<file path="src/rtl/core/csf_pkg.sv">
// ----------------------------------------------------------------------------
// csf_pkg
// Shared sizes, codes and payload types of the counting semaphore block.
// ----------------------------------------------------------------------------
`default_nettype none

package csf_pkg;

  localparam int QUEUE_DEPTH = 16;
  localparam int ID_BITS     = 8;
  localparam int COUNT_BITS  = 16;
  localparam int CFG_BITS    = 16;

  localparam int PTR_BITS = (QUEUE_DEPTH > 1) ? $clog2(QUEUE_DEPTH) : 1;
  localparam int OCC_BITS = $clog2(QUEUE_DEPTH + 1);

  localparam logic MODE_DOWN = 1'b0;
  localparam logic MODE_UP   = 1'b1;

  typedef enum logic [2:0] {
    ST_GRANTED   = 3'd0,
    ST_BLOCKED   = 3'd1,
    ST_RELEASED  = 3'd2,
    ST_WOKE      = 3'd3,
    ST_QFULL     = 3'd4,
    ST_SATURATED = 3'd5
  } status_t;

  typedef enum logic {
    FSM_IDLE,
    FSM_EXEC
  } fsm_t;

  typedef struct packed {
    logic               mode;
    logic [ID_BITS-1:0] thread_id;
  } in_item_t;

  typedef struct packed {
    status_t               status;
    logic                  woken_valid;
    logic [ID_BITS-1:0]    woken_id;
    logic [COUNT_BITS-1:0] count_now;
    logic [OCC_BITS-1:0]   waiters_now;
  } out_item_t;

endpackage

`default_nettype wire

</file>
<file path="src/rtl/core/csf_ram.sv">
// ----------------------------------------------------------------------------
// csf_ram
// Simple dual-port RAM, one write and one registered read per cycle.
// ----------------------------------------------------------------------------
`default_nettype none

module csf_ram #(
  parameter int DEPTH     = 16,
  parameter int WIDTH     = 8,
  parameter int ADDR_BITS = (DEPTH > 1) ? $clog2(DEPTH) : 1
) (
  input  wire logic                 clk,
  input  wire logic                 we,
  input  wire logic [ADDR_BITS-1:0] waddr,
  input  wire logic [WIDTH-1:0]     wdata,
  input  wire logic [ADDR_BITS-1:0] raddr,
  output logic      [WIDTH-1:0]     rdata
);

  logic [WIDTH-1:0] mem [DEPTH];

  always_ff @(posedge clk) begin
    if (we) begin
      mem[waddr] <= wdata;
    end
  end

  always_ff @(posedge clk) begin
    rdata <= mem[raddr];
  end

endmodule

`default_nettype wire

</file>
<file path="src/rtl/core/counting_semaphore_fifo_waiters.sv">
// ----------------------------------------------------------------------------
// counting_semaphore_fifo_waiters
// Counting semaphore with a FIFO queue of blocked requester ids.
// ----------------------------------------------------------------------------
//
//  channel | signals                       | moves
//  --------+-------------------------------+---------------------------------
//  in      | in_valid  in_ready  in_data   | one down/up request
//  out     | out_valid out_ready out_data  | one result per request
//  cfg     | cfg_valid cfg_ready cfg_data  | initial_count write (re-create)
//
//  A request is accepted only in idle; the accept edge launches the head read
//  from the waiter RAM (registered read), and execute then decides, updates
//  count and pointers and writes a blocked id once the output slot is free.
//  Synchronous reset clears count, pointers and occupancy, not the RAM.
//  A stalled result holds in the output register; the next request is still
//  accepted and waits in execute for the slot.
//
`default_nettype none

module counting_semaphore_fifo_waiters
  import csf_pkg::*;
(
  input  wire logic                clk,
  input  wire logic                rst_n,
  input  wire logic                in_valid,
  output logic                     in_ready,
  input  wire in_item_t            in_data,
  output logic                     out_valid,
  input  wire logic                out_ready,
  output out_item_t                out_data,
  input  wire logic                cfg_valid,
  output logic                     cfg_ready,
  input  wire logic [CFG_BITS-1:0] cfg_data
);

  localparam logic [COUNT_BITS-1:0] COUNT_MAX = {COUNT_BITS{1'b1}};
  localparam logic [PTR_BITS-1:0]   PTR_LAST  = PTR_BITS'(QUEUE_DEPTH - 1);
  localparam logic [OCC_BITS-1:0]   OCC_FULL  = OCC_BITS'(QUEUE_DEPTH);

  // control state
  fsm_t                  state_r, state_nxt;
  logic [COUNT_BITS-1:0] count_r, count_nxt;
  logic [PTR_BITS-1:0]   head_r, head_nxt;
  logic [PTR_BITS-1:0]   tail_r, tail_nxt;
  logic [OCC_BITS-1:0]   occ_r, occ_nxt;
  logic                  out_valid_r, out_valid_nxt;

  // payload
  in_item_t              item_r;
  out_item_t             res_r, res_nxt;

  logic                  in_fire, cfg_fire, slot_free, commit;
  logic                  ram_we;
  logic [ID_BITS-1:0]    head_id;

  assign in_fire   = in_valid && in_ready;
  assign cfg_fire  = cfg_valid && cfg_ready;
  assign slot_free = !out_valid_r || out_ready;

  // Waiter queue. Read port tracks the head every cycle, so the id is
  // ready in the execute cycle. Writes happen only in execute, so the
  // accept-edge read never races a write.
  csf_ram #(
    .DEPTH (QUEUE_DEPTH),
    .WIDTH (ID_BITS)
  ) u_waiters (
    .clk   (clk),
    .we    (ram_we),
    .waddr (tail_r),
    .wdata (item_r.thread_id),
    .raddr (head_r),
    .rdata (head_id)
  );

  // next state
  always_comb begin
    state_nxt = state_r;
    case (state_r)
      FSM_IDLE: begin
        if (in_fire) begin
          state_nxt = FSM_EXEC;
        end
      end
      FSM_EXEC: begin
        if (slot_free) begin
          state_nxt = FSM_IDLE;
        end
      end
      default: state_nxt = FSM_IDLE;
    endcase
  end

  // FSM outputs; config has priority over a request in idle
  always_comb begin
    in_ready  = 1'b0;
    cfg_ready = 1'b0;
    commit    = 1'b0;
    case (state_r)
      FSM_IDLE: begin
        cfg_ready = 1'b1;
        in_ready  = !cfg_valid;
      end
      FSM_EXEC: begin
        commit = slot_free;
      end
      default: begin
        in_ready = 1'b0;
      end
    endcase
  end

  // request datapath
  always_comb begin
    count_nxt = count_r;
    head_nxt  = head_r;
    tail_nxt  = tail_r;
    occ_nxt   = occ_r;
    ram_we    = 1'b0;
    res_nxt   = res_r;

    if (commit) begin
      res_nxt.woken_valid = 1'b0;
      res_nxt.woken_id    = '0;
      if (item_r.mode == MODE_DOWN) begin
        if (count_r != '0) begin
          count_nxt      = count_r - 1'b1;
          res_nxt.status = ST_GRANTED;
        end else if (occ_r != OCC_FULL) begin
          ram_we         = 1'b1;
          tail_nxt       = (tail_r == PTR_LAST) ? '0 : tail_r + 1'b1;
          occ_nxt        = occ_r + 1'b1;
          res_nxt.status = ST_BLOCKED;
        end else begin
          res_nxt.status = ST_QFULL;
        end
      end else begin
        if (occ_r != '0) begin
          // unit goes straight to the oldest waiter, count unchanged
          res_nxt.woken_valid = 1'b1;
          res_nxt.woken_id    = head_id;
          head_nxt            = (head_r == PTR_LAST) ? '0 : head_r + 1'b1;
          occ_nxt             = occ_r - 1'b1;
          res_nxt.status      = ST_WOKE;
        end else if (count_r == COUNT_MAX) begin
          res_nxt.status = ST_SATURATED;
        end else begin
          count_nxt      = count_r + 1'b1;
          res_nxt.status = ST_RELEASED;
        end
      end
      res_nxt.count_now   = count_nxt;
      res_nxt.waiters_now = occ_nxt;
    end

    // re-create: reload count, empty the queue
    if (cfg_fire) begin
      count_nxt = COUNT_BITS'(cfg_data);
      head_nxt  = '0;
      tail_nxt  = '0;
      occ_nxt   = '0;
    end
  end

  assign out_valid_nxt = commit || (out_valid_r && !out_ready);

  always_ff @(posedge clk) begin
    if (!rst_n) begin
      state_r     <= FSM_IDLE;
      count_r     <= '0;
      head_r      <= '0;
      tail_r      <= '0;
      occ_r       <= '0;
      out_valid_r <= 1'b0;
    end else begin
      state_r     <= state_nxt;
      count_r     <= count_nxt;
      head_r      <= head_nxt;
      tail_r      <= tail_nxt;
      occ_r       <= occ_nxt;
      out_valid_r <= out_valid_nxt;
    end
  end

  always_ff @(posedge clk) begin
    if (in_fire) begin
      item_r <= in_data;
    end
    res_r <= res_nxt;
  end

  assign out_valid = out_valid_r;
  assign out_data  = res_r;

`ifndef SYNTHESIS
  a_occ_bound: assert property (@(posedge clk) disable iff (!rst_n)
    occ_r <= OCC_FULL)
    else $error("waiter occupancy above queue depth");

  a_empty_ptrs: assert property (@(posedge clk) disable iff (!rst_n)
    occ_r == '0 |-> head_r == tail_r)
    else $error("empty queue with head and tail apart");

  a_accept_exec: assert property (@(posedge clk) disable iff (!rst_n)
    in_fire |=> state_r == FSM_EXEC && !in_ready && !cfg_ready)
    else $error("accepted transaction not held in execute");

  a_woken_status: assert property (@(posedge clk) disable iff (!rst_n)
    out_valid_r |-> (res_r.woken_valid == (res_r.status == ST_WOKE)))
    else $error("woken flag disagrees with status");
`endif

endmodule

`default_nettype wire

</file>
<file path="config.mk">
export PLATFORM = sky130hd
export DESIGN_NAME = counting_semaphore_fifo_waiters
export DESIGN_NICKNAME = d
export VERILOG_FILES = /design/src/rtl/core/csf_pkg.sv /design/src/rtl/core/csf_ram.sv /design/src/rtl/core/counting_semaphore_fifo_waiters.sv
export SDC_FILE = /design/constraint.sdc
export NUM_CORES = 1
export LEC_CHECK = 0
export BUFFER_PORTS_ARGS = -buffer_cell sky130_fd_sc_hd__buf_2
export CORE_ASPECT_RATIO = 2
export CORE_MARGIN = 2
export CORE_UTILIZATION = 48
export CTS_BUF_LIST = sky130_fd_sc_hd__clkbuf_2 sky130_fd_sc_hd__clkbuf_4 sky130_fd_sc_hd__clkbuf_8
export DETAILED_ROUTE_END_ITERATION = 8
export PLACE_DENSITY_LB_ADDON = 0.25
export SYNTH_ARGS = -nofsm -noshare
export SYNTH_HDL_FRONTEND = slang
export SYNTH_HIERARCHICAL = 1
export SYNTH_SLANG_ARGS = --single-unit
</file>
<file path="constraint.sdc">
create_clock -name clk -period 4.3 [get_ports clk]
set_input_delay 0.215 -clock clk [delete_from_list [all_inputs] [get_ports clk]]
set_output_delay 0.215 -clock clk [all_outputs]
set_load 0.02 [all_outputs]
</file>
[Word-level counts from Yosys, hierarchy flattened]
Memory sizes are Yosys's and may differ from the RTL's. A register that Yosys moved wholly into a read port is not among the register bits.
Cells that the tools add are included.
Storage, ports and cells
  memory bits (writable): 128
  logic and storage cells: 73
  memories kept: 1
  register bits after elaboration: 73
  input port bits: 30
Memories
  u_waiters.mem: words 16, bits a word 8, read ports 1, clocked after Yosys merged registers in 1, wr ports 1, RTL line csf_ram.sv:20  | logic [WIDTH-1:0] mem [DEPTH];
Operators by class
  reductions and logical operators: 15
  bitwise operators: 4
  equality and inequality tests: 4
  multiplexer cells: 30
  $add $sub $neg: 6
Operators with widths (count)
  $mux 16: 6
  $mux 5: 4
  $add 16x1->16 const B: 1
  $eq 16x16->1 const B: 1
  $reduce_bool 16->1: 1
  $sub 16x1->16 const B: 1
  $mux 3: 5
  $mux 1: 11
  $mux 9: 1
  $add 4x1->4 const B: 2
  $eq 4x4->1 const B: 2
  $mux 4: 2
  $add 5x1->5 const B: 1
  $ne 5x5->1 const B: 1
  $reduce_bool 5->1: 1
  $sub 5x1->5 const B: 1
  $not 1->1: 4
  $reduce_and 4->1: 1
  $logic_and 1x1->1: 3
  $logic_not 1->1: 3
  $reduce_and 3->1: 1
  $logic_or 1x1->1: 2
  $pmux 1 s2: 1
  $reduce_and 2->1: 1
  other kinds (2): 2

[Logic depth before layout (Yosys ltp)]
  depth after elaboration: 7
  gate-level depth with buffers: 10
  depth with buffers taken out: 9

[Hierarchy]
Netlist, hierarchy kept.
Modules (own cells, without submodules)
  csf_ram: cells each 229, times used 1, area an instance 5147.4 um^2
  counting_semaphore_fifo_waiters: cells each 401, times used 1, area an instance 3926.3 um^2

[Worst setup path after synthesis]
OpenSTA, ideal clock, no wires.
  path type: register to register
  start: register count_r[8]
  end: memory u_waiters.mem[0][0] (enable)
  stages on the path, launching flop included: 9
  period minus slack after synthesis: 3.162 ns
  setup slack: 1.138 ns
  path buffers: 1
  arrival: 2.778 ns
  cells stage by stage: dfxtp_1 > buf_6 > nor4_4 > and4b_1 > nor4b_4 > nand2_4 > inv_1 > or3b_2 > nor3_1
On the way
  longest elaborated chain between the ends: 6
Ends and longest elaborated chain
  start: declaration: RTL line counting_semaphore_fifo_waiters.sv:43  | logic [COUNT_BITS-1:0] count_r, count_nxt;
  start signal: assignment: RTL line counting_semaphore_fifo_waiters.sv:177  | count_r <= count_nxt;
  $reduce_bool 16->1: RTL line counting_semaphore_fifo_waiters.sv:126  | if (count_r != '0) begin
  $mux 1: RTL line counting_semaphore_fifo_waiters.sv:126
  $mux 1: RTL line counting_semaphore_fifo_waiters.sv:125  | if (item_r.mode == MODE_DOWN) begin
  $mux 1: RTL line counting_semaphore_fifo_waiters.sv:122  | if (commit) begin
  named net ram_we: RTL line counting_semaphore_fifo_waiters.sv:54  | logic ram_we;
  $mux 1: RTL line csf_ram.sv:23  | if (we) begin
  $mux 1 (not written as such): RTL line csf_ram.sv:24  | mem[waddr] <= wdata;
  end: declaration: RTL line csf_ram.sv:20
The timed path passes the listed nets, and every way through them passes these cells.

[Worst setup path in the final report]
  start: register count_r[8]
  end: memory u_waiters.mem[2][5] (enable)
The elaborated chain is that of the path after synthesis.

==> impl_metrics.yaml <==
clock_network:
  post-cts-setup-buffers: 0
  cts_buffers: 29
  cts_root_buf: "clkbuf_8"
  htree_levels: 1
  ctsHoldBuffers: 28
  clkSinkCount: 209
  cts_tree: "built"
  ctsResizeCount: 0
  clkSlewWorstSetupHoldPaths_ns: 0.07
  clock_latency_ns: 0.57
  clk_path_buf_depth: 3
timing:
  finalSetupTns_ns: 0
  worst_hold_slack_ns: 0.0826
  grt_setup_unrepaired: "no"
  setup-violations-final: 0
  max_freq_mhz: 290
  period_share_pct: 80.1
  period_needed_ns: 3.45
  hold_viol: 0
  layout_setup_ws_ns: 0.855
  slew_violations: 0
  slew_headroom_pct: 22.8
  worst_pin_slew_ns: 1.16
  fin_skew_ns: 0.0271
grt:
  grt_pass1_wl_um: 33200
  grt_max_degree: 48
  antenna_found_initial: 0
  track_usage_pct: 22.2
  grt_overflow: 0
  grt_pass1_vias: 6123
logic_synthesis:
  ys_async_sr_fraction_pct: 0
  synth_most_common_cell: "edfxtp_1"
  syn_area_per_cell_um2: 14.4
  netlist-cell-type-count: 69
  synth_area_um2: 9070
  ys_ff_latch: 209
  synthTopCellsByCount: "edfxtp_1 (170), nor2_1 (43), dfxtp_1 (39), nand2_1 (39), a22oi_1 (24)"
  synth.yosys.seq_area_share_pct: 64.9
  syn_inst: 630
  netlist.top_cell.by_area: "edfxtp_1"
  synth_flop_cell: "edfxtp_1"
  yosys-top-cells-area: "edfxtp_1 (56%), dfxtp_1 (8.6%), mux4_2 (4.5%)"
  syn_nets: 667
  ys_warn_count: 6
  synth.top_cell.area_share_pct: 56.3
  synth_edf_count: 170
status:
  status: "completed"
cells_and_area:
  layout.nets: 759
  drive_gt1_share_pct: 21.6
  n_antenna_cell: 0
  final_util_pct: 55.5
  syn_to_final_growth_pct: 14.1
  stdcell_count: 963
  stdcell_area_um2: 10400
power_and_ir_drop:
  powerDensity_nw_per_um2: 389
  max-vdd-ir-drop_mv: 0.235
  leakagePower_nw: 3.53
  total_power_mw: 4.03
worst_setup_path:
  max_stage_delay_ns: 0.58
  worstSetupEndpoint: "u_waiters/mem[2][5]"
  crit_cells: 7
  crit_arrival_ns: 3.63
  crit_required_ns: 4.48
  start_kind: "flop"
  reg2reg_to: "u_waiters/mem[2][5]"
  path_cells: "nor4_4 -> and4b_1 -> nor4b_4 -> nand2_4 -> inv_1 -> or3b_2 -> nor2_1"
  ff2ff_setup_slack_ns: 0.85
  cpLargestDelayFamily: "simple AND/OR/NAND/NOR gates"
  r2r_cells: 7
  reg2reg_from: "count_r[8]"
  worstPathMaxFanout: 10
  worst-setup-path-type: "reg2reg"
  crit_buf_inv: 1
  end_kind: "flop"
  cp_slowest_cell: "nor2_1"
  crit_path_start: "count_r[8]"
die:
  die_area_um2: 20100
  start_util_pct: 48.6
  row_count: 71
  fp.dieH_um: 198
  ios: 66
  design.core.area_um2: 18700
  die_w_um: 101
placement:
  place_ws_ns: 0.896
  dpl.cell_count: 882
  gp_congestion: 0.989
  dp_hpwl_um: 15700
  port_buffers: 65
  place_area_um2: 9510
route:
  post-route-drc-count: 0
  firstDrtPassIters: 7
  wl_met3_um: 1030
  routed.top_layer: "met4"
  drtIter0Drc: 262
  vias_per_cell: 6.08
  m1WireLength_um: 6790
  wl_met2_um: 12400
  wire_per_inst_um: 22.8
  antenna_left: 0
  drt-total-wl_um: 21900
  num_vias: 5851
hold_path:
  hold_depth: 4
  min_path_type: "in2reg"
flow_run:
  drv_cap: 0
==> worst min-delay path: stages <==
cell     delay (ns)
buf_2          0.09
a221o_1        0.13
nand2_1        0.05
a21oi_1        0.11
==> placed cells by master (no fill, tap or decap), drive strengths merged, types with 6 or more instances in the layout <==
cell type and count:
a21oi 22, a22oi 24, and3 14, buf 73, clkbuf 43, clkinv 9, dfxtp 39, dlygate4sd3 28
edfxtp 170, ha 7, inv 13, mux4 32, nand2 40, nand2b 6, nand3 17, nand4 7
nor2 43, nor3 24, nor4 7, o21ai 21, o2bb2ai 7, or3 9, xnor2 13
==> layer usage <==
metal  track usage, %  up-vias
met5                0        -
met4             16.3        0
li1                 -     2656
met3             3.58       96
met1             20.1     2868
met2             42.2      231
==> registers in the layout, summed over array words and instances, names as in the netlist <==
register         count
occ_r                5
head_r               4
out_data            33
tail_r               4
count_r             16
u_waiters/rdata      8
u_waiters/mem      128
item_r               9
out_valid            1
state_r              1
==> how the worst min path moves through the flow <==
stage | startpoint | end | slack (ns)
after CTS | cfg_data[1] | count_r[1] | 0.03
final | cfg_data[1] | count_r[1] | 0.08
after detailed placement | in_data[2] | item_r[2] | 0.39
after floorplan | in_data[0] | item_r[0] | 0.31
after global placement | in_data[5] | item_r[5] | 0.39
after global routing | cfg_data[1] | count_r[1] | 0.11
==> report_power, final <==
group | leakage [nW] | switching [mW] | total [mW] | internal [mW]
Clock | 0.306 | 0.723 | 1.49 | 0.767
Combinational | 1.37 | 0.159 | 0.267 | 0.108
Sequential | 1.85 | 0.0537 | 2.27 | 2.22
Total | 3.53 | 0.936 | 4.03 | 3.09
==> kinds of logic after synthesis <==
family                   synth area share (%)
multiplexers                             9.21
buffers and inverters                    3.03
XOR/XNOR                                 1.45
flip-flops                               64.9
adder cells (fa/ha/maj)                 0.965
AO/OA/AOI/OAI                            8.77
AND/OR/NAND/NOR                          11.7
==> area by class of cell <==
| cell class | count | area, um^2 |
|---|---|---|
| Inverter | 13 | 48.8 |
| Clock buffer | 43 | 510 |
| Tap cell | 219 | 274 |
| Timing Repair Buffer | 101 | 666 |
| Fill cell | 1512 | 8300 |
| Sequential cell | 209 | 5890 |
| Multi-Input combinational cell | 368 | 2910 |
| Clock inverter | 10 | 58.8 |
No activity file was read; power rests on OpenSTA's default activity.
